**src/hw/rtl/hrd_pkg.sv**
```systemverilog
// Shared types and constants of the HID report event decoder.
`timescale 1ns / 1ps

package hrd_pkg;

    localparam int MAX_SLOTS          = 6;
    localparam int KEY_SLOTS_DEFAULT  = 6;
    localparam int QUEUE_DEPTH        = 2;
    localparam int EVENT_SLOTS        = 2 * MAX_SLOTS;

    localparam logic [1:0] DEV_KEYBOARD  = 2'd0;
    localparam logic [1:0] DEV_MOUSE     = 2'd1;

    localparam logic [1:0] LAYOUT_DPAD   = 2'd1;
    localparam logic [1:0] LAYOUT_STICKS = 2'd2;

    localparam logic [4:0] KEY_MIN_LEN   = 5'd8;
    localparam logic [4:0] MOUSE_MIN_LEN = 5'd5;
    localparam logic [4:0] WHEEL_MIN_LEN = 5'd6;
    localparam logic [4:0] PAD_MIN_LEN   = 5'd7;

    localparam logic [7:0] AXIS_LOW      = 8'h40;
    localparam logic [7:0] AXIS_HIGH     = 8'hC0;
    localparam logic [7:0] STICK_BIAS    = 8'h80;

    localparam logic [1:0] DIR_NEG       = 2'b11;
    localparam logic [1:0] DIR_ZERO      = 2'b00;
    localparam logic [1:0] DIR_POS       = 2'b01;

    typedef enum logic [1:0] {
        EV_KEY   = 2'd0,
        EV_MOUSE = 2'd1,
        EV_PAD   = 2'd2
    } ev_kind_t;

    // One decoded report waiting for the back end. Bits of mask below
    // MAX_SLOTS are releases, the rest presses; non-key jobs use bit 0.
    typedef struct packed {
        ev_kind_t                        kind;
        logic [7:0]                      mods;
        logic [EVENT_SLOTS-1:0]          mask;
        logic [EVENT_SLOTS-1:0][7:0]     codes;
        logic [7:0]                      mx;
        logic [7:0]                      my;
        logic [11:0]                     btn;
        logic [7:0]                      wheel;
        logic [1:0]                      ph;
        logic [1:0]                      pv;
        logic [31:0]                     stick;
    } hrd_job_t;

    typedef struct packed {
        logic full;
        logic empty;
    } hrd_q_status_t;

endpackage

```
**src/hw/rtl/hrd_front.sv**
```systemverilog
// Front end: accept a report, classify it, diff keys and build a job.
`timescale 1ns / 1ps

module hrd_front #(
    parameter int KEY_SLOTS = hrd_pkg::KEY_SLOTS_DEFAULT
) (
    input  logic                  clk,
    input  logic                  rst_n,
    input  logic                  in_valid,
    output logic                  in_stall,
    input  logic [1:0]            device_kind,
    input  logic [4:0]            report_length,
    input  logic [31:0]           report_bytes_low,
    input  logic [31:0]           report_bytes_high,
    input  logic [1:0]            layout,
    input  hrd_pkg::hrd_q_status_t q_status,
    output logic                  push,
    output hrd_pkg::hrd_job_t     job
);
    import hrd_pkg::*;

    logic [7:0] prev_keys_reg  [KEY_SLOTS];
    logic [7:0] prev_keys_next [KEY_SLOTS];
    logic [7:0] b [8];
    logic       accept;
    logic       is_key;
    logic       is_mouse;
    logic       is_pad;
    logic       found;
    logic [3:0] hat;

    assign in_stall = q_status.full;
    assign accept   = in_valid && !q_status.full;

    always_comb
    begin
        for (int i = 0; i < 4; i++)
        begin
            b[i]     = report_bytes_low[8*i +: 8];
            b[4 + i] = report_bytes_high[8*i +: 8];
        end
    end

    assign is_key   = (device_kind == DEV_KEYBOARD) && (report_length >= KEY_MIN_LEN);
    assign is_mouse = (device_kind == DEV_MOUSE) && (report_length >= MOUSE_MIN_LEN);
    assign is_pad   = !is_key && !is_mouse && (report_length >= PAD_MIN_LEN)
                      && ((layout == LAYOUT_DPAD) || (layout == LAYOUT_STICKS));
    assign hat      = b[5][3:0];

    always_comb
    begin
        job   = '0;
        found = 1'b0;
        for (int i = 0; i < KEY_SLOTS; i++)
        begin
            prev_keys_next[i] = prev_keys_reg[i];
        end
        if (is_key)
        begin
            job.kind = EV_KEY;
            job.mods = b[0];
            for (int i = 0; i < KEY_SLOTS; i++)
            begin
                // release: an old code that no new slot carries
                found = 1'b0;
                for (int j = 0; j < KEY_SLOTS; j++)
                begin
                    if (b[2 + j] == prev_keys_reg[i])
                    begin
                        found = 1'b1;
                    end
                end
                job.codes[i] = prev_keys_reg[i];
                job.mask[i]  = (prev_keys_reg[i] != 8'd0) && !found;
                // press: a new code that no old slot carries
                found = 1'b0;
                for (int j = 0; j < KEY_SLOTS; j++)
                begin
                    if (prev_keys_reg[j] == b[2 + i])
                    begin
                        found = 1'b1;
                    end
                end
                job.codes[MAX_SLOTS + i] = b[2 + i];
                job.mask[MAX_SLOTS + i]  = (b[2 + i] != 8'd0) && !found;
                prev_keys_next[i]        = b[2 + i];
            end
        end
        else if (is_mouse)
        begin
            job.kind    = EV_MOUSE;
            job.mask[0] = 1'b1;
            job.mx      = b[2];
            job.my      = {b[4][3:0], b[3][7:4]};
            job.btn     = {4'd0, b[1]};
            job.wheel   = (report_length >= WHEEL_MIN_LEN) ? b[5] : 8'd0;
        end
        else if (is_pad)
        begin
            job.kind    = EV_PAD;
            job.mask[0] = 1'b1;
            if (layout == LAYOUT_DPAD)
            begin
                job.ph  = (b[3] < AXIS_LOW) ? DIR_NEG : (b[3] > AXIS_HIGH) ? DIR_POS : DIR_ZERO;
                job.pv  = (b[4] < AXIS_LOW) ? DIR_NEG : (b[4] > AXIS_HIGH) ? DIR_POS : DIR_ZERO;
                job.btn = {2'd0, b[6][5:0], b[5][7], b[5][4], b[5][6], b[5][5]};
            end
            else
            begin
                case (hat)
                    4'd1, 4'd2, 4'd3: job.ph = DIR_POS;
                    4'd5, 4'd6, 4'd7: job.ph = DIR_NEG;
                    default:          job.ph = DIR_ZERO;
                endcase
                case (hat)
                    4'd7, 4'd0, 4'd1: job.pv = DIR_NEG;
                    4'd3, 4'd4, 4'd5: job.pv = DIR_POS;
                    default:          job.pv = DIR_ZERO;
                endcase
                job.btn   = {b[6], b[5][4], b[5][7], b[5][5], b[5][6]};
                job.stick = {b[4] ^ STICK_BIAS, b[3] ^ STICK_BIAS,
                             b[2] ^ STICK_BIAS, b[1] ^ STICK_BIAS};
            end
        end
    end

    // a keyboard report with no change stores its keys but queues nothing
    assign push = accept && (job.mask != '0);

    always_ff @(posedge clk or negedge rst_n)
    begin
        if (!rst_n)
        begin
            for (int i = 0; i < KEY_SLOTS; i++)
            begin
                prev_keys_reg[i] <= 8'd0;
            end
        end
        else if (accept && is_key)
        begin
            for (int i = 0; i < KEY_SLOTS; i++)
            begin
                prev_keys_reg[i] <= prev_keys_next[i];
            end
        end
    end

endmodule

```
**src/hw/rtl/hrd_queue.sv**
```systemverilog
// Short job queue between the front end and the back end.
`timescale 1ns / 1ps

module hrd_queue (
    input  logic                   clk,
    input  logic                   rst_n,
    input  logic                   push,
    input  hrd_pkg::hrd_job_t      push_job,
    input  logic                   pop,
    output hrd_pkg::hrd_job_t      head_job,
    output hrd_pkg::hrd_q_status_t status
);
    import hrd_pkg::*;

    localparam int PTR_W = (QUEUE_DEPTH > 1) ? $clog2(QUEUE_DEPTH) : 1;
    localparam int CNT_W = $clog2(QUEUE_DEPTH + 1);

    hrd_job_t           entry_reg [QUEUE_DEPTH];
    logic [PTR_W-1:0]   wr_ptr_reg, wr_ptr_next;
    logic [PTR_W-1:0]   rd_ptr_reg, rd_ptr_next;
    logic [CNT_W-1:0]   count_reg, count_next;

    function automatic logic [PTR_W-1:0] bump(input logic [PTR_W-1:0] p);
        logic [PTR_W-1:0] r;
        if (p == PTR_W'(QUEUE_DEPTH - 1))
            r = '0;
        else
            r = p + PTR_W'(1);
        return r;
    endfunction

    assign status.full  = (count_reg == CNT_W'(QUEUE_DEPTH));
    assign status.empty = (count_reg == '0);
    assign head_job     = entry_reg[rd_ptr_reg];

    always_comb
    begin
        wr_ptr_next = push ? bump(wr_ptr_reg) : wr_ptr_reg;
        rd_ptr_next = pop  ? bump(rd_ptr_reg) : rd_ptr_reg;
        count_next  = count_reg;
        if (push && !pop)
            count_next = count_reg + CNT_W'(1);
        else if (pop && !push)
            count_next = count_reg - CNT_W'(1);
    end

    always_ff @(posedge clk or negedge rst_n)
    begin
        if (!rst_n)
        begin
            wr_ptr_reg <= '0;
            rd_ptr_reg <= '0;
            count_reg  <= '0;
        end
        else
        begin
            wr_ptr_reg <= wr_ptr_next;
            rd_ptr_reg <= rd_ptr_next;
            count_reg  <= count_next;
        end
    end

    always_ff @(posedge clk)
    begin
        if (push)
        begin
            entry_reg[wr_ptr_reg] <= push_job;
        end
    end

    a_no_push_full: assert property (@(posedge clk) disable iff (!rst_n)
        status.full |-> !push)
        else $error("queue written while full");
    a_no_pop_empty: assert property (@(posedge clk) disable iff (!rst_n)
        pop |-> !status.empty)
        else $error("queue read while empty");
    a_count_bound: assert property (@(posedge clk) disable iff (!rst_n)
        count_reg <= CNT_W'(QUEUE_DEPTH))
        else $error("queue count out of range");

endmodule

```
**src/hw/rtl/hrd_back.sv**
```systemverilog
// Back end: walk the head job and emit one event per cycle while out_stall is low.
`timescale 1ns / 1ps

module hrd_back (
    input  logic                   clk,
    input  logic                   rst_n,
    input  hrd_pkg::hrd_job_t      head_job,
    input  hrd_pkg::hrd_q_status_t q_status,
    output logic                   pop,
    output logic                   out_valid,
    input  logic                   out_stall,
    output logic [1:0]             event_kind,
    output logic [7:0]             key_code,
    output logic [7:0]             key_modifiers,
    output logic                   key_down,
    output logic signed [7:0]      move_x,
    output logic signed [7:0]      move_y,
    output logic [11:0]            button_bits,
    output logic signed [7:0]      wheel_step,
    output logic signed [1:0]      pad_horizontal,
    output logic signed [1:0]      pad_vertical,
    output logic [31:0]            stick_values,
    output logic                   last_of_run
);
    import hrd_pkg::*;

    localparam int IDX_W = $clog2(EVENT_SLOTS);

    logic [EVENT_SLOTS-1:0] done_mask_reg, done_mask_next;
    logic [EVENT_SLOTS-1:0] rem;
    logic [EVENT_SLOTS-1:0] pick;
    logic [EVENT_SLOTS-1:0] rem_after;
    logic [IDX_W-1:0]       idx;
    logic                   head_valid;
    logic                   advance;
    logic                   is_key;
    logic                   out_valid_reg, out_valid_next;

    logic [1:0]  kind_reg;
    logic [7:0]  code_reg, mods_reg, mx_reg, my_reg, wheel_reg;
    logic        down_reg, last_reg;
    logic [11:0] btn_reg;
    logic [1:0]  ph_reg, pv_reg;
    logic [31:0] stick_reg;

    assign head_valid = !q_status.empty;
    assign rem        = head_job.mask & ~done_mask_reg;
    assign is_key     = (head_job.kind == EV_KEY);

    // lowest pending bit: releases come before presses
    always_comb
    begin
        idx = '0;
        for (int k = EVENT_SLOTS - 1; k >= 0; k--)
        begin
            if (rem[k])
                idx = IDX_W'(k);
        end
    end

    assign pick      = EVENT_SLOTS'(1) << idx;
    assign rem_after = rem & ~pick;
    assign advance   = head_valid && (!out_valid_reg || !out_stall);
    assign pop       = advance && (rem_after == '0);

    always_comb
    begin
        done_mask_next = done_mask_reg;
        if (advance)
            done_mask_next = (rem_after == '0) ? '0 : (done_mask_reg | pick);
        out_valid_next = out_valid_reg;
        if (advance)
            out_valid_next = 1'b1;
        else if (!out_stall)
            out_valid_next = 1'b0;
    end

    always_ff @(posedge clk or negedge rst_n)
    begin
        if (!rst_n)
        begin
            done_mask_reg <= '0;
            out_valid_reg <= 1'b0;
        end
        else
        begin
            done_mask_reg <= done_mask_next;
            out_valid_reg <= out_valid_next;
        end
    end

    always_ff @(posedge clk)
    begin
        if (advance)
        begin
            kind_reg  <= head_job.kind;
            code_reg  <= is_key ? head_job.codes[idx] : 8'd0;
            mods_reg  <= head_job.mods;
            down_reg  <= is_key && (idx >= IDX_W'(MAX_SLOTS));
            mx_reg    <= head_job.mx;
            my_reg    <= head_job.my;
            btn_reg   <= head_job.btn;
            wheel_reg <= head_job.wheel;
            ph_reg    <= head_job.ph;
            pv_reg    <= head_job.pv;
            stick_reg <= head_job.stick;
            last_reg  <= (rem_after == '0);
        end
    end

    assign out_valid      = out_valid_reg;
    assign event_kind     = kind_reg;
    assign key_code       = code_reg;
    assign key_modifiers  = mods_reg;
    assign key_down       = down_reg;
    assign move_x         = mx_reg;
    assign move_y         = my_reg;
    assign button_bits    = btn_reg;
    assign wheel_step     = wheel_reg;
    assign pad_horizontal = ph_reg;
    assign pad_vertical   = pv_reg;
    assign stick_values   = stick_reg;
    assign last_of_run    = last_reg;

    a_head_pending: assert property (@(posedge clk) disable iff (!rst_n)
        head_valid |-> (rem != '0))
        else $error("queued job has no pending event");
    a_done_subset: assert property (@(posedge clk) disable iff (!rst_n)
        head_valid |-> ((done_mask_reg & ~head_job.mask) == '0))
        else $error("emitted mask outside head job");
    a_idle_clear: assert property (@(posedge clk) disable iff (!rst_n)
        !head_valid |-> (done_mask_reg == '0))
        else $error("stale emitted mask with empty queue");

endmodule

```
**src/hw/rtl/hid_report_event_decoder_core.sv**
```systemverilog
// Top level of the HID report event decoder: front end, job queue, back end.
// Path: the first event of a report goes through a job queue entry, then the output register.
// Throughput: a report is taken every cycle while the two-entry job queue has room;
//   the back end emits one event per cycle while out_stall is low, and a keyboard
//   job yields one to twelve events (releases plus presses), mouse or gamepad one.
// Reset: asynchronous, clears held keys, gamepad layout (to none) and the queue.
`timescale 1ns / 1ps

module hid_report_event_decoder_core #(
    parameter int KEY_SLOTS = hrd_pkg::KEY_SLOTS_DEFAULT
) (
    input  logic               clk,
    input  logic               rst_n,
    // report input
    input  logic               in_valid,
    output logic               in_stall,
    input  logic [1:0]         device_kind,
    input  logic [4:0]         report_length,
    input  logic [31:0]        report_bytes_low,
    input  logic [31:0]        report_bytes_high,
    // event output
    output logic               out_valid,
    input  logic               out_stall,
    output logic [1:0]         event_kind,
    output logic [7:0]         key_code,
    output logic [7:0]         key_modifiers,
    output logic               key_down,
    output logic signed [7:0]  move_x,
    output logic signed [7:0]  move_y,
    output logic [11:0]        button_bits,
    output logic signed [7:0]  wheel_step,
    output logic signed [1:0]  pad_horizontal,
    output logic signed [1:0]  pad_vertical,
    output logic [31:0]        stick_values,
    output logic               last_of_run,
    // gamepad layout register write
    input  logic               cfg_valid,
    output logic               cfg_ready,
    input  logic [1:0]         cfg_data
);
    import hrd_pkg::*;

    logic [1:0]    gamepad_layout_reg;
    logic          push;
    logic          pop;
    hrd_job_t      push_job;
    hrd_job_t      head_job;
    hrd_q_status_t q_status;

    // The register is always writable; writes must come only while the block is idle (not enforced here).
    assign cfg_ready = 1'b1;

    always_ff @(posedge clk or negedge rst_n)
    begin
        if (!rst_n)
        begin
            gamepad_layout_reg <= 2'd0;
        end
        else if (cfg_valid)
        begin
            gamepad_layout_reg <= cfg_data;
        end
    end

    // Front end: classify the report, diff key codes against the held set,
    // store the new keys and queue a job when it yields any event.
    hrd_front #(
        .KEY_SLOTS (KEY_SLOTS)
    ) u_front (
        .clk               (clk),
        .rst_n             (rst_n),
        .in_valid          (in_valid),
        .in_stall          (in_stall),
        .device_kind       (device_kind),
        .report_length     (report_length),
        .report_bytes_low  (report_bytes_low),
        .report_bytes_high (report_bytes_high),
        .layout            (gamepad_layout_reg),
        .q_status          (q_status),
        .push              (push),
        .job               (push_job)
    );

    // Queue: decouple report intake from event emission.
    hrd_queue u_queue (
        .clk      (clk),
        .rst_n    (rst_n),
        .push     (push),
        .push_job (push_job),
        .pop      (pop),
        .head_job (head_job),
        .status   (q_status)
    );

    // Back end: emit the head job's events in order into the output register, which advances
    // while a job is queued and the output register is empty or the consumer is not stalling.
    hrd_back u_back (
        .clk            (clk),
        .rst_n          (rst_n),
        .head_job       (head_job),
        .q_status       (q_status),
        .pop            (pop),
        .out_valid      (out_valid),
        .out_stall      (out_stall),
        .event_kind     (event_kind),
        .key_code       (key_code),
        .key_modifiers  (key_modifiers),
        .key_down       (key_down),
        .move_x         (move_x),
        .move_y         (move_y),
        .button_bits    (button_bits),
        .wheel_step     (wheel_step),
        .pad_horizontal (pad_horizontal),
        .pad_vertical   (pad_vertical),
        .stick_values   (stick_values),
        .last_of_run    (last_of_run)
    );

endmodule
```
**config.mk**
```make
export PLATFORM = sky130hd
export DESIGN_NAME = hid_report_event_decoder_core
export DESIGN_NICKNAME = d
export VERILOG_FILES = /design/src/hw/rtl/hrd_pkg.sv /design/src/hw/rtl/hrd_front.sv /design/src/hw/rtl/hrd_queue.sv /design/src/hw/rtl/hrd_back.sv /design/src/hw/rtl/hid_report_event_decoder_core.sv
export SDC_FILE = /design/constraint.sdc
export NUM_CORES = 1
export LEC_CHECK = 0
export BUFFER_PORTS_ARGS = -buffer_cell sky130_fd_sc_hd__buf_2
export CORE_AREA = 2 2 227 273
export DETAILED_ROUTE_END_ITERATION = 6
export DIE_AREA = 0 0 229 275
export SLEW_MARGIN = 40
export SYNTH_ARGS = -nofsm -noshare
export SYNTH_HDL_FRONTEND = slang
export SYNTH_SLANG_ARGS = --single-unit
export TNS_END_PERCENT = 100
```
**constraint.sdc**
```tcl
create_clock -name clk -period 30.9 [get_ports clk]
set_input_delay 4.635 -clock clk [delete_from_list [all_inputs] [get_ports clk]]
set_output_delay 4.635 -clock clk [all_outputs]
set_load 0.02 [all_outputs]
```
==> impl_metrics.py, run 1 <==
metrics = {
    "logic_synthesis": {
        "yosysUniqueCellTypes": 55,
        "muxShareOfSynthArea_pct": 11.1,
        "synth.avg_cell_area_um2": 14.2,
        "synth_top_family_by_area": "multiplexers",
        "synth_fa_ha_area_share_pct": 0.0997,
        "synth-seq-cells": 539,
        "syn_area_mm2": 0.0251,
        "ys_seq_area_share_pct": 63.1,
        "synth_edf_count": 472,
        "async_flop_share_pct": 12.4,
        "synth_compound_area_share_pct": 2.84,
        "synthFlopType": "edfxtp_1",
        "synth_warnings": 0,
        "synthSimpleGateAreaFrac_pct": 9.91,
        "synth_xor_area_share_pct": 10.2,
        "synth_cells": 1767,
        "syn-num-nets": 1847,
    },
    "power_and_ir_drop": {
        "ir_drop_mv": 0.0493,
        "p_leak_uw": 0.0102,
        "power_density_mw_per_mm2": 104,
    },
    "final_layout": {
        "final_nets": 1949,
        "largest_register_ffs": 380,
        "area_growth_pct": 13.2,
        "layout-drive-gt1-share_pct": 25.7,
        "fin_area_mm2": 0.0284,
        "fin_util_pct": 47.0,
        "antenna_cells": 0,
        "nFillCells": 5412,
    },
    "grt": {
        "grt_pass1_vias": 15500,
        "antenna_found_initial": 3,
        "grt_max_degree": 111,
        "grt-ovfl-total": 0,
        "grt_pass1_wl_um": 107000,
        "track_usage_pct": 23.3,
    },
    "timing": {
        "finalClockSkew_ps": 31.0,
        "finalHoldViolCount": 0,
        "fin_crit_ps": 8790,
        "drv_slew": 0,
        "fmax_mhz": 114,
        "period_share_pct": 28.4,
        "fin_tns_setup_ps": 0,
        "tightest_slew_ps": 942,
        "setup_viol": 0,
        "slew_headroom_pct": 37.2,
        "rsz0062_at_grt": "false",
    },
    "drt": {
        "drc": 0,
        "route.vias.total": 15200,
        "routedWlPerCell_um": 27.1,
        "wl_um": 73800,
        "wl_met2_um": 37000,
        "wl_met3_um": 4490,
        "top_layer_used": "met4",
        "ant_nets": 0,
        "drtPass1Iterations": 5,
        "met1Wirelength_um": 29300,
        "viasPerCell": 5.59,
        "drtIter0Drc": 1285,
    },
    "clock_tree": {
        "clock-sinks": 539,
        "clockRootBuffer": "clkbuf_16",
        "htreeDepth": 2,
        "clk_pin_slew_ps": 60,
        "cts_tree": "yes",
        "post_cts_buffers": 0,
        "clock_path_buffers": 3,
        "insertion_delay_ps": 610,
        "cts_resized": 0,
        "cts_inserted_buffers": 51,
        "hold_buffers": 0,
    },
    "outcome": {
        "status": "completed",
    },
    "critical_path": {
        "crit_type": "in2reg",
        "cp_slowest_cell": "buf_4",
        "start_kind": "input pin",
        "cp-end-kind": "flip-flop",
        "cp_max_fo": 110,
        "cpLargestDelayFamily": "buffers and inverters",
        "required_ps": 31170,
        "cpMostUsedCell": "buf_4",
        "cpPeakStageDelay_ps": 610,
        "cp.arrival_ps": 9050,
        "crit_chain": "buf_2 > nor2_1 > nor3_2 > buf_6 > o21ai_0 > a211o_1 > nor4b_1 > or3_1 > o41ai_2 > nor2_4 > buf_4 > buf_4 > buf_12",
        "worst-path-buf-inv": 5,
    },
    "placed_design": {
        "place.gp.congestion": 0.937,
        "portBuffers": 171,
        "dpl_cell_area_mm2": 0.0267,
        "dp.final_hpwl_um": 48600,
    },
    "floorplan": {
        "start_util_pct": 41.5,
        "die_y_um": 275,
        "die_w_um": 229,
        "core_mm2": 0.0604,
        "ios": 173,
        "row_count": 99,
        "die_area_mm2": 0.0630,
    },
    "flow_run": {
        "max-cap-violations": 0,
    },
    "worst_hold_path": {
        "hold_path_class": "reg2reg",
    },
}
[worst register-to-register path, stage by stage, from the launching register on]
cell       delay, ps
dfrtp_1          960
xnor2_1          160
nand4_1          120
nor2_1            70
or4_1            490
a2111oi_1        730
or4_1            240
o41ai_2          140
nor2_4           530
buf_4            610
buf_4            550
buf_12           300
[layout by cell type (no fill, tap or decap), types with 51 or more instances in the layout]
| cell type | Yosys | layout |
|---|---|---|
| and2_1 | 166 | 166 |
| nand2_1 | 55 | 53 |
| buf_2 | 12 | 170 |
| xor2_1 | 155 | 155 |
| xnor2_1 | 138 | 138 |
| clkbuf_16 | 0 | 51 |
| dfrtp_1 | 67 | 65 |
| nor4_1 | 66 | 66 |
| nor2_1 | 69 | 66 |
| mux2_2 | 142 | 142 |
| edfxtp_1 | 472 | 472 |
[kinds of logic (layout without fill, tap and decap cells)]
group	after synthesis	count (layout)
mux	216	216
xor+xnor	293	293
flops	539	539
buf+inv	161	305
compound gates	107	107
other cells	1	1
simple gates	448	448
fa+ha+maj	2	2
[per-stage QoR]
step | total power [uW] | instances | setup slack [ps] | hold slack, ps
2_1_floorplan | 1980 | 1767 | 15780 | 468
3_3_place_gp | 2290 | 2620 | 20920 | 486
3_5_place_dp | 2320 | 2624 | 21490 | 483
4_1_cts | 2970 | 2719 | 22100 | 498
5_1_grt | 3080 | 2719 | 21810 | 554
6_report | 2950 | 2719 | 22110 | 497
[worst paths after layout]
check | end | start | depth (start not counted) | slack (ps)
worst max-delay path | u_queue.entry_reg[1][148] | report_length[3] | 13 | 22110
worst min-delay path | u_back.out_valid | u_back.out_valid | 2 | 500
worst max register to register | u_queue.entry_reg[1][148] | u_front.prev_keys_reg[31] | 11 | 25650
worst min register to register | u_back.out_valid | u_back.out_valid | 2 | 500
max in group asynchronous | u_queue.rd_ptr_reg | rst_n | 2 | 25900
min in group asynchronous | u_front.prev_keys_reg[44] | rst_n | 1 | 4060
[power breakdown]
part | internal, uW | switching [uW]
logic | 427 | 576
clock network | 375 | 276
registers | 1060 | 234
[cell type report]
class | instances | area [um2] | share of cell area [%]
Sequential cell | 539 | 15900 | 55.8
Inverter | 9 | 36.3 | 0.128
Clock buffer | 61 | 1320 | 4.66
Tap cell | 808 | 1010 | 3.56
Clock inverter | 34 | 402 | 1.41
Multi-Input combinational cell | 1067 | 8640 | 30.4
Timing Repair Buffer | 201 | 1150 | 4.06
[cells in the mapped netlist, drive strengths merged, types with 9 or more instances]
master | number | area (um2)
edfxtp | 472 | 14200
nand4 | 39 | 244
nor3 | 13 | 70.1
mux4 | 35 | 788
mux2i | 39 | 394
and2 | 166 | 1040
a21oi | 22 | 110
nor4 | 66 | 413
xnor2 | 138 | 1210
buf | 46 | 240
xor2 | 155 | 1360
clkbuf | 106 | 398
o21ai | 24 | 120
dfrtp | 67 | 1680
nor2 | 69 | 259
inv | 9 | 33.8
or2 | 13 | 81.3
mux2 | 142 | 1600
nand2 | 55 | 206
o22ai | 14 | 87.6
[metal layers]
layer / GRT usage (%) / vias to the layer above
met5: 0 / -
met4: 9.40 / 0
met1: 29.4 / 7799
li1: - / 6667
met2: 40.5 / 584
met3: 3.42 / 159
No activity file was read; power rests on OpenSTA's default activity.
==> inputs of run 2 (changes only) <==
clock period = 9.19 ns   (was 30.9 ns; I/O delays follow)
==> run 2 against run 1 <==
Against the previous run: wire length fell by 2.2%; clock power grew to 3.6 times the previous value; combinational power grew to 3.2 times the previous value; critical path depth unchanged; cell count fell by 0.26%; global-route usage shrank 0.50 points; sequential power rose to 3.4 times the previous value; worst setup slack got worse by 18000 ps; design area about the same; total power increased to 3.4 times the previous value; via count rose by 0.26%.
==> impl_metrics.py, run 2 (synthesis gave the netlist of run 1 again) <==
metrics = {
    "floorplan": {
        "die_y_um": 275,
        "die_w_um": 229,
        "core_mm2": 0.0604,
        "ios": 173,
        "row_count": 99,
        "die_area_mm2": 0.0630,
        "start_util_pct": 41.5,
    },
    "timing": {
        "holdWs_ps": 508,
        "fin_tns_setup_ps": 0,
        "tightest_slew_ps": 869,
        "finalClockSkew_ps": 29.6,
        "slew_headroom_pct": 41.5,
        "setup_viol": 0,
        "finalHoldViolCount": 0,
        "period_share_pct": 50.3,
        "fmax_mhz": 216,
        "drv_slew": 0,
        "rsz0062_at_grt": "false",
        "fin_crit_ps": 4630,
    },
    "critical_path": {
        "cpMostUsedCell": "xor2_1",
        "cpPeakStageDelay_ps": 790,
        "cp-end-kind": "flip-flop",
        "cp_slowest_cell": "o41ai_2",
        "r2r_start": "u_queue.rd_ptr_reg",
        "critPathLaunch": "report_bytes_high[29]",
        "crit_type": "in2reg",
        "cp.arrival_ps": 5160,
        "required_ps": 9720,
        "crit_chain": "buf_2 > xor2_1 > nor4_1 > nand2_1 > nand4_1 > a2111oi_2 > or4_1 > o41ai_2 > inv_1 > ha_1 > xor2_1 > nor2_1 > xor2_1",
        "cp_max_fo": 9,
        "start_kind": "input pin",
    },
    "final_layout": {
        "layout-drive-gt1-share_pct": 25.4,
        "area_growth_pct": 13.3,
        "layout_common_cells": "edfxtp_1, buf_2, and2_1",
        "final_nets": 1938,
        "final_cells": 2712,
        "largest_register_ffs": 380,
        "final_common_cell": "edfxtp_1",
    },
    "drt": {
        "wl_met3_um": 4480,
        "wl_met2_um": 35700,
        "drtIter0Drc": 1218,
        "drc": 0,
        "top_layer_used": "met4",
        "met1Wirelength_um": 29100,
        "wl_um": 72100,
        "routedWlPerCell_um": 26.6,
        "drtPass1Iterations": 6,
        "ant_nets": 0,
        "route.vias.total": 15200,
        "viasPerCell": 5.62,
    },
    "grt": {
        "track_usage_pct": 22.8,
        "grt_pass1_vias": 15400,
        "grt_max_degree": 122,
        "antenna_found_initial": 3,
        "grt-ovfl-total": 0,
        "grt_pass1_wl_um": 106000,
    },
    "placed_design": {
        "portBuffers": 171,
        "post-place-cells": 2611,
        "place.gp.congestion": 0.935,
        "dp.final_hpwl_um": 46900,
    },
    "clock_tree": {
        "clock_path_buffers": 3,
        "hold_buffers": 0,
        "clockRootBuffer": "clkbuf_16",
        "clock-sinks": 539,
        "cts_tree": "yes",
        "insertion_delay_ps": 610,
        "cts_inserted_buffers": 53,
        "cts_resized": 0,
        "clk_pin_slew_ps": 60,
        "htreeDepth": 2,
        "post_cts_buffers": 0,
    },
    "worst_hold_path": {
        "min_from": "u_queue.count_reg[1]",
        "hold_path_class": "reg2reg",
    },
    "flow_run": {
        "max-cap-violations": 0,
    },
    "power_and_ir_drop": {
        "ir_drop_mv": 0.239,
        "power_density_mw_per_mm2": 349,
        "total_power_uw": 9930,
        "p_leak_uw": 0.0102,
    },
    "outcome": {
        "status": "completed",
    },
}
## run 2: report_power, final
part / leakage, uW / switching [uW] / total [uW] / internal (uW)
logic: 0.00398 / 1820 / 3210 / 1390
registers: 0.00531 / 838 / 4410 / 3580
clock network: 0.000893 / 944 / 2310 / 1360
total: 0.0102 / 3600 / 9930 / 6330
## run 2: critical path, delay by kind of cell
family	cells	cell delay, ps
buffers and inverters	2	530
AO/OA/AOI/OAI	2	890
AND/OR/NAND/NOR	5	1660
XOR/XNOR	3	400
adder cells (fa/ha/maj)	1	280
## run 2: path summary, 6_finish.rpt
| check | endpoint | cells after the start | slack [ps] |
|---|---|---|---|
| min in group asynchronous | u_front.prev_keys_reg[44] | 1 | 770 |
| setup reg to reg | u_back.key_code[3] | 9 | 4620 |
| hold / removal | u_queue.count_reg[1] | 1 | 510 |
| setup / recovery | u_queue.count_reg[1] | 13 | 4560 |
| max in group asynchronous | u_queue.rd_ptr_reg | 2 | 7410 |
| hold reg to reg | u_queue.count_reg[1] | 1 | 510 |
## run 2: cell type report
class / count / area [um2]
antenna: 2 / 5.00
clock buffer: 62 / 1380
clock inverter: 37 / 470
fill: 5369 / 32000
inverter: 9 / 36.3
multi-input combinational: 1067 / 8650
sequential: 539 / 15900
tap: 808 / 1010
timing repair buffer: 188 / 1020
## run 2: through the flow
| step | setup WS (ps) | utilization (%) | cell area (um2) |
|---|---|---|---|
| 2_1_floorplan | -2670 | - | 25100 |
| 3_3_place_gp | 3810 | 43.9 | 26500 |
| 3_5_place_dp | 3990 | 43.9 | 26600 |
| 4_1_cts | 4540 | 47.0 | 28400 |
| 5_1_grt | 4370 | 47.0 | 28400 |
| 6_report | 4560 | 47.0 | 28400 |
## run 2: per-layer routing
layer  track usage [%]  vias to the layer above
met5                 0                        -
met4              9.04                        0
met3              3.62                      162
met2              39.0                      618
met1              29.2                     7844
li1                  -                     6624
==> inputs of run 3 (changes only) <==
clock period = 3.9 ns   (was 9.19 ns; I/O delays follow)
==> run 3 against run 2 <==
Against the previous run: highest routed layer unchanged; hold slack worse by 320 ps; largest power group is now combinational cells; sequential power rose by 120%; register-to-register slack got worse by 4400 ps; global-route usage rose by 2.2 points; clock power rose by 140%.
==> impl_metrics.py, run 3 (synthesis gave the netlist of run 1 again) <==
metrics = {
    "grt": {
        "track_usage_pct": 25.0,
        "grt-ovfl-total": 0,
        "grt_pass1_wl_um": 114000,
        "grt_max_degree": 68,
        "grt_pass1_vias": 16500,
        "antenna_found_initial": 2,
    },
    "final_layout": {
        "multi_input_area_mm2": 0.00870,
        "area_growth_pct": 21.0,
        "fin_area_mm2": 0.0304,
        "layout-drive-gt1-share_pct": 33.0,
        "final_nets": 2147,
        "largest_register_ffs": 380,
        "layout_common_cells": "edfxtp_1, buf_4, buf_2",
        "seq_area_mm2": 0.0159,
        "nFillCells": 5298,
        "final_common_cell": "edfxtp_1",
        "fin_util_pct": 50.3,
    },
    "placed_design": {
        "dp.final_hpwl_um": 56700,
        "portBuffers": 171,
        "place.gp.congestion": 0.961,
        "dpl_cell_area_mm2": 0.0285,
    },
    "timing": {
        "finalHoldViolCount": 0,
        "holdWs_ps": 184,
        "rsz0062_at_grt": "true",
        "fmax_mhz": 268,
        "fin_crit_ps": 3730,
        "tightest_slew_ps": 815,
        "drv_slew": 0,
        "finalClockSkew_ps": 19.0,
        "slew_headroom_pct": 45.6,
        "setup_viol": 0,
        "period_share_pct": 95.6,
    },
    "outcome": {
        "status": "completed",
    },
    "power_and_ir_drop": {
        "power_density_mw_per_mm2": 823,
        "switching_share_pct": 35.9,
        "seqPwrFrac_pct": 38.7,
        "p_clk_share_pct": 21.8,
        "p_sw_uw": 8990,
        "ir_drop_mv": 0.387,
        "comb_power_share_pct": 39.5,
        "intPower_uw": 16000,
        "p_leak_uw": 0.0113,
    },
    "clock_tree": {
        "clock-sinks": 539,
        "cts_inserted_buffers": 56,
        "insertion_delay_ps": 620,
        "htreeDepth": 2,
        "cts_tree": "yes",
        "clockRootBuffer": "clkbuf_16",
        "clock_path_buffers": 3,
        "clk_pin_slew_ps": 60,
    },
    "drt": {
        "wl_um": 79100,
        "drtPass1Iterations": 5,
        "route.vias.total": 16000,
        "routedWlPerCell_um": 27.1,
        "ant_nets": 0,
        "drc": 0,
        "drtIter0Drc": 1278,
        "viasPerCell": 5.46,
    },
    "floorplan": {
        "row_count": 99,
        "die_y_um": 275,
        "die_area_mm2": 0.0630,
        "die_w_um": 229,
        "core_mm2": 0.0604,
        "ios": 173,
        "start_util_pct": 41.5,
    },
    "critical_path": {
        "cp.arrival_ps": 4270,
        "reg2reg_slack_ps": 170,
        "critPathLaunch": "u_front.prev_keys_reg[8]",
        "cp_max_fo": 5,
        "r2r_start": "u_front.prev_keys_reg[8]",
        "required_ps": 4440,
        "cp-end-kind": "flip-flop",
        "start_kind": "flip-flop",
        "endpoint": "u_queue.count_reg[1]",
        "crit_type": "reg2reg",
        "r2r_cells": 13,
        "r2r_end": "u_queue.count_reg[1]",
    },
    "flow_run": {
        "max-cap-violations": 0,
    },
    "worst_hold_path": {
        "hold_path_class": "in2reg",
        "hold_depth": 3,
    },
}
==> run 3: cell types whose count changed in the layout (fill, tap and decap cells not counted), sizes merged <==
cell / previous run / this run
diode: 2 / 1
clkinv: 18 / 16
dlygate4sd3: 0 / 1
bufinv: 10 / 6
clkbuf: 62 / 73
clkinvlp: 6 / 2
inv: 12 / 15
buf: 188 / 393
==> run 3: area by class of cell <==
class / instances / share of cell area [%]
Clock inverter: 30 / 1.11
Multi-Input combinational cell: 1067 / 28.6
Inverter: 9 / 0.119
Tap cell: 808 / 3.33
Antenna cell: 1 / 0.00824
Timing Repair Buffer: 394 / 9.58
Sequential cell: 539 / 52.2
Clock buffer: 73 / 5.02
==> run 3: stage by stage <==
step | total power, uW | setup TNS (ps) | std cells | setup WS (ps)
3_5_place_dp | 19700 | -378 | 2816 | -136
2_1_floorplan | 15500 | -529550 | 1767 | -1400
3_3_place_gp | 19600 | -267 | 2816 | -122
6_report | 25000 | 0 | 2921 | 173
5_1_grt | 26100 | -33.0 | 2920 | -33.0
4_1_cts | 25200 | 0 | 2919 | 16.5
==> run 3: per-layer routing <==
layer	vias to the layer above	wire [um]	track usage (%)	part of all wire, %
met1	8187	32900	32.3	42
met3	156	3730	3.22	4.7
li1	7050	-	-	-
met4	0	3300	9.96	4.2
met5	-	0	0	0
met2	562	39300	42.9	50
==> run 3: power by group through the flow <==
stage | clock, uW | combinational, uW | sequential [uW]
2_1_floorplan | 0 | 5940 | 9570
3_5_place_dp | 0 | 9910 | 9770
5_1_grt | 5780 | 10600 | 9780
3_3_place_gp | 0 | 9830 | 9730
6_report | 5460 | 9880 | 9680
4_1_cts | 5560 | 9970 | 9660
==> run 3: what timing repair did <==
item | 4_1_cts | 5_1_grt
hold buffers | 0 | 1
endpoints found under the hold margin | 0 | 11
buffers inserted | 0 | 0
resized for setup | 4 | 4
setup endpoints to repair | 3 | 3
==> run 3: worst min-delay path by stage <==
stage,end,startpoint
2_1_floorplan,gamepad_layout_reg[0],rst_n
3_3_place_gp,u_back.out_valid,u_back.out_valid
3_5_place_dp,u_back.out_valid,u_back.out_valid
4_1_cts,u_back.done_mask_reg[10],rst_n
5_1_grt,gamepad_layout_reg[1],cfg_data[1]
6_report,gamepad_layout_reg[1],cfg_data[1]
==> run 3: worst max-delay path: stages, from the launching register on <==
cell and delay, ps:
dfrtp_1 540, buf_4 250, xor2_1 160, nor4_1 290, nand2_1 210, o31ai_1 160, nor3_1 180, or4_1 550
o41ai_4 570, inv_1 100, ha_1 220, xor2_1 140, nor2_1 130, xor2_1 150
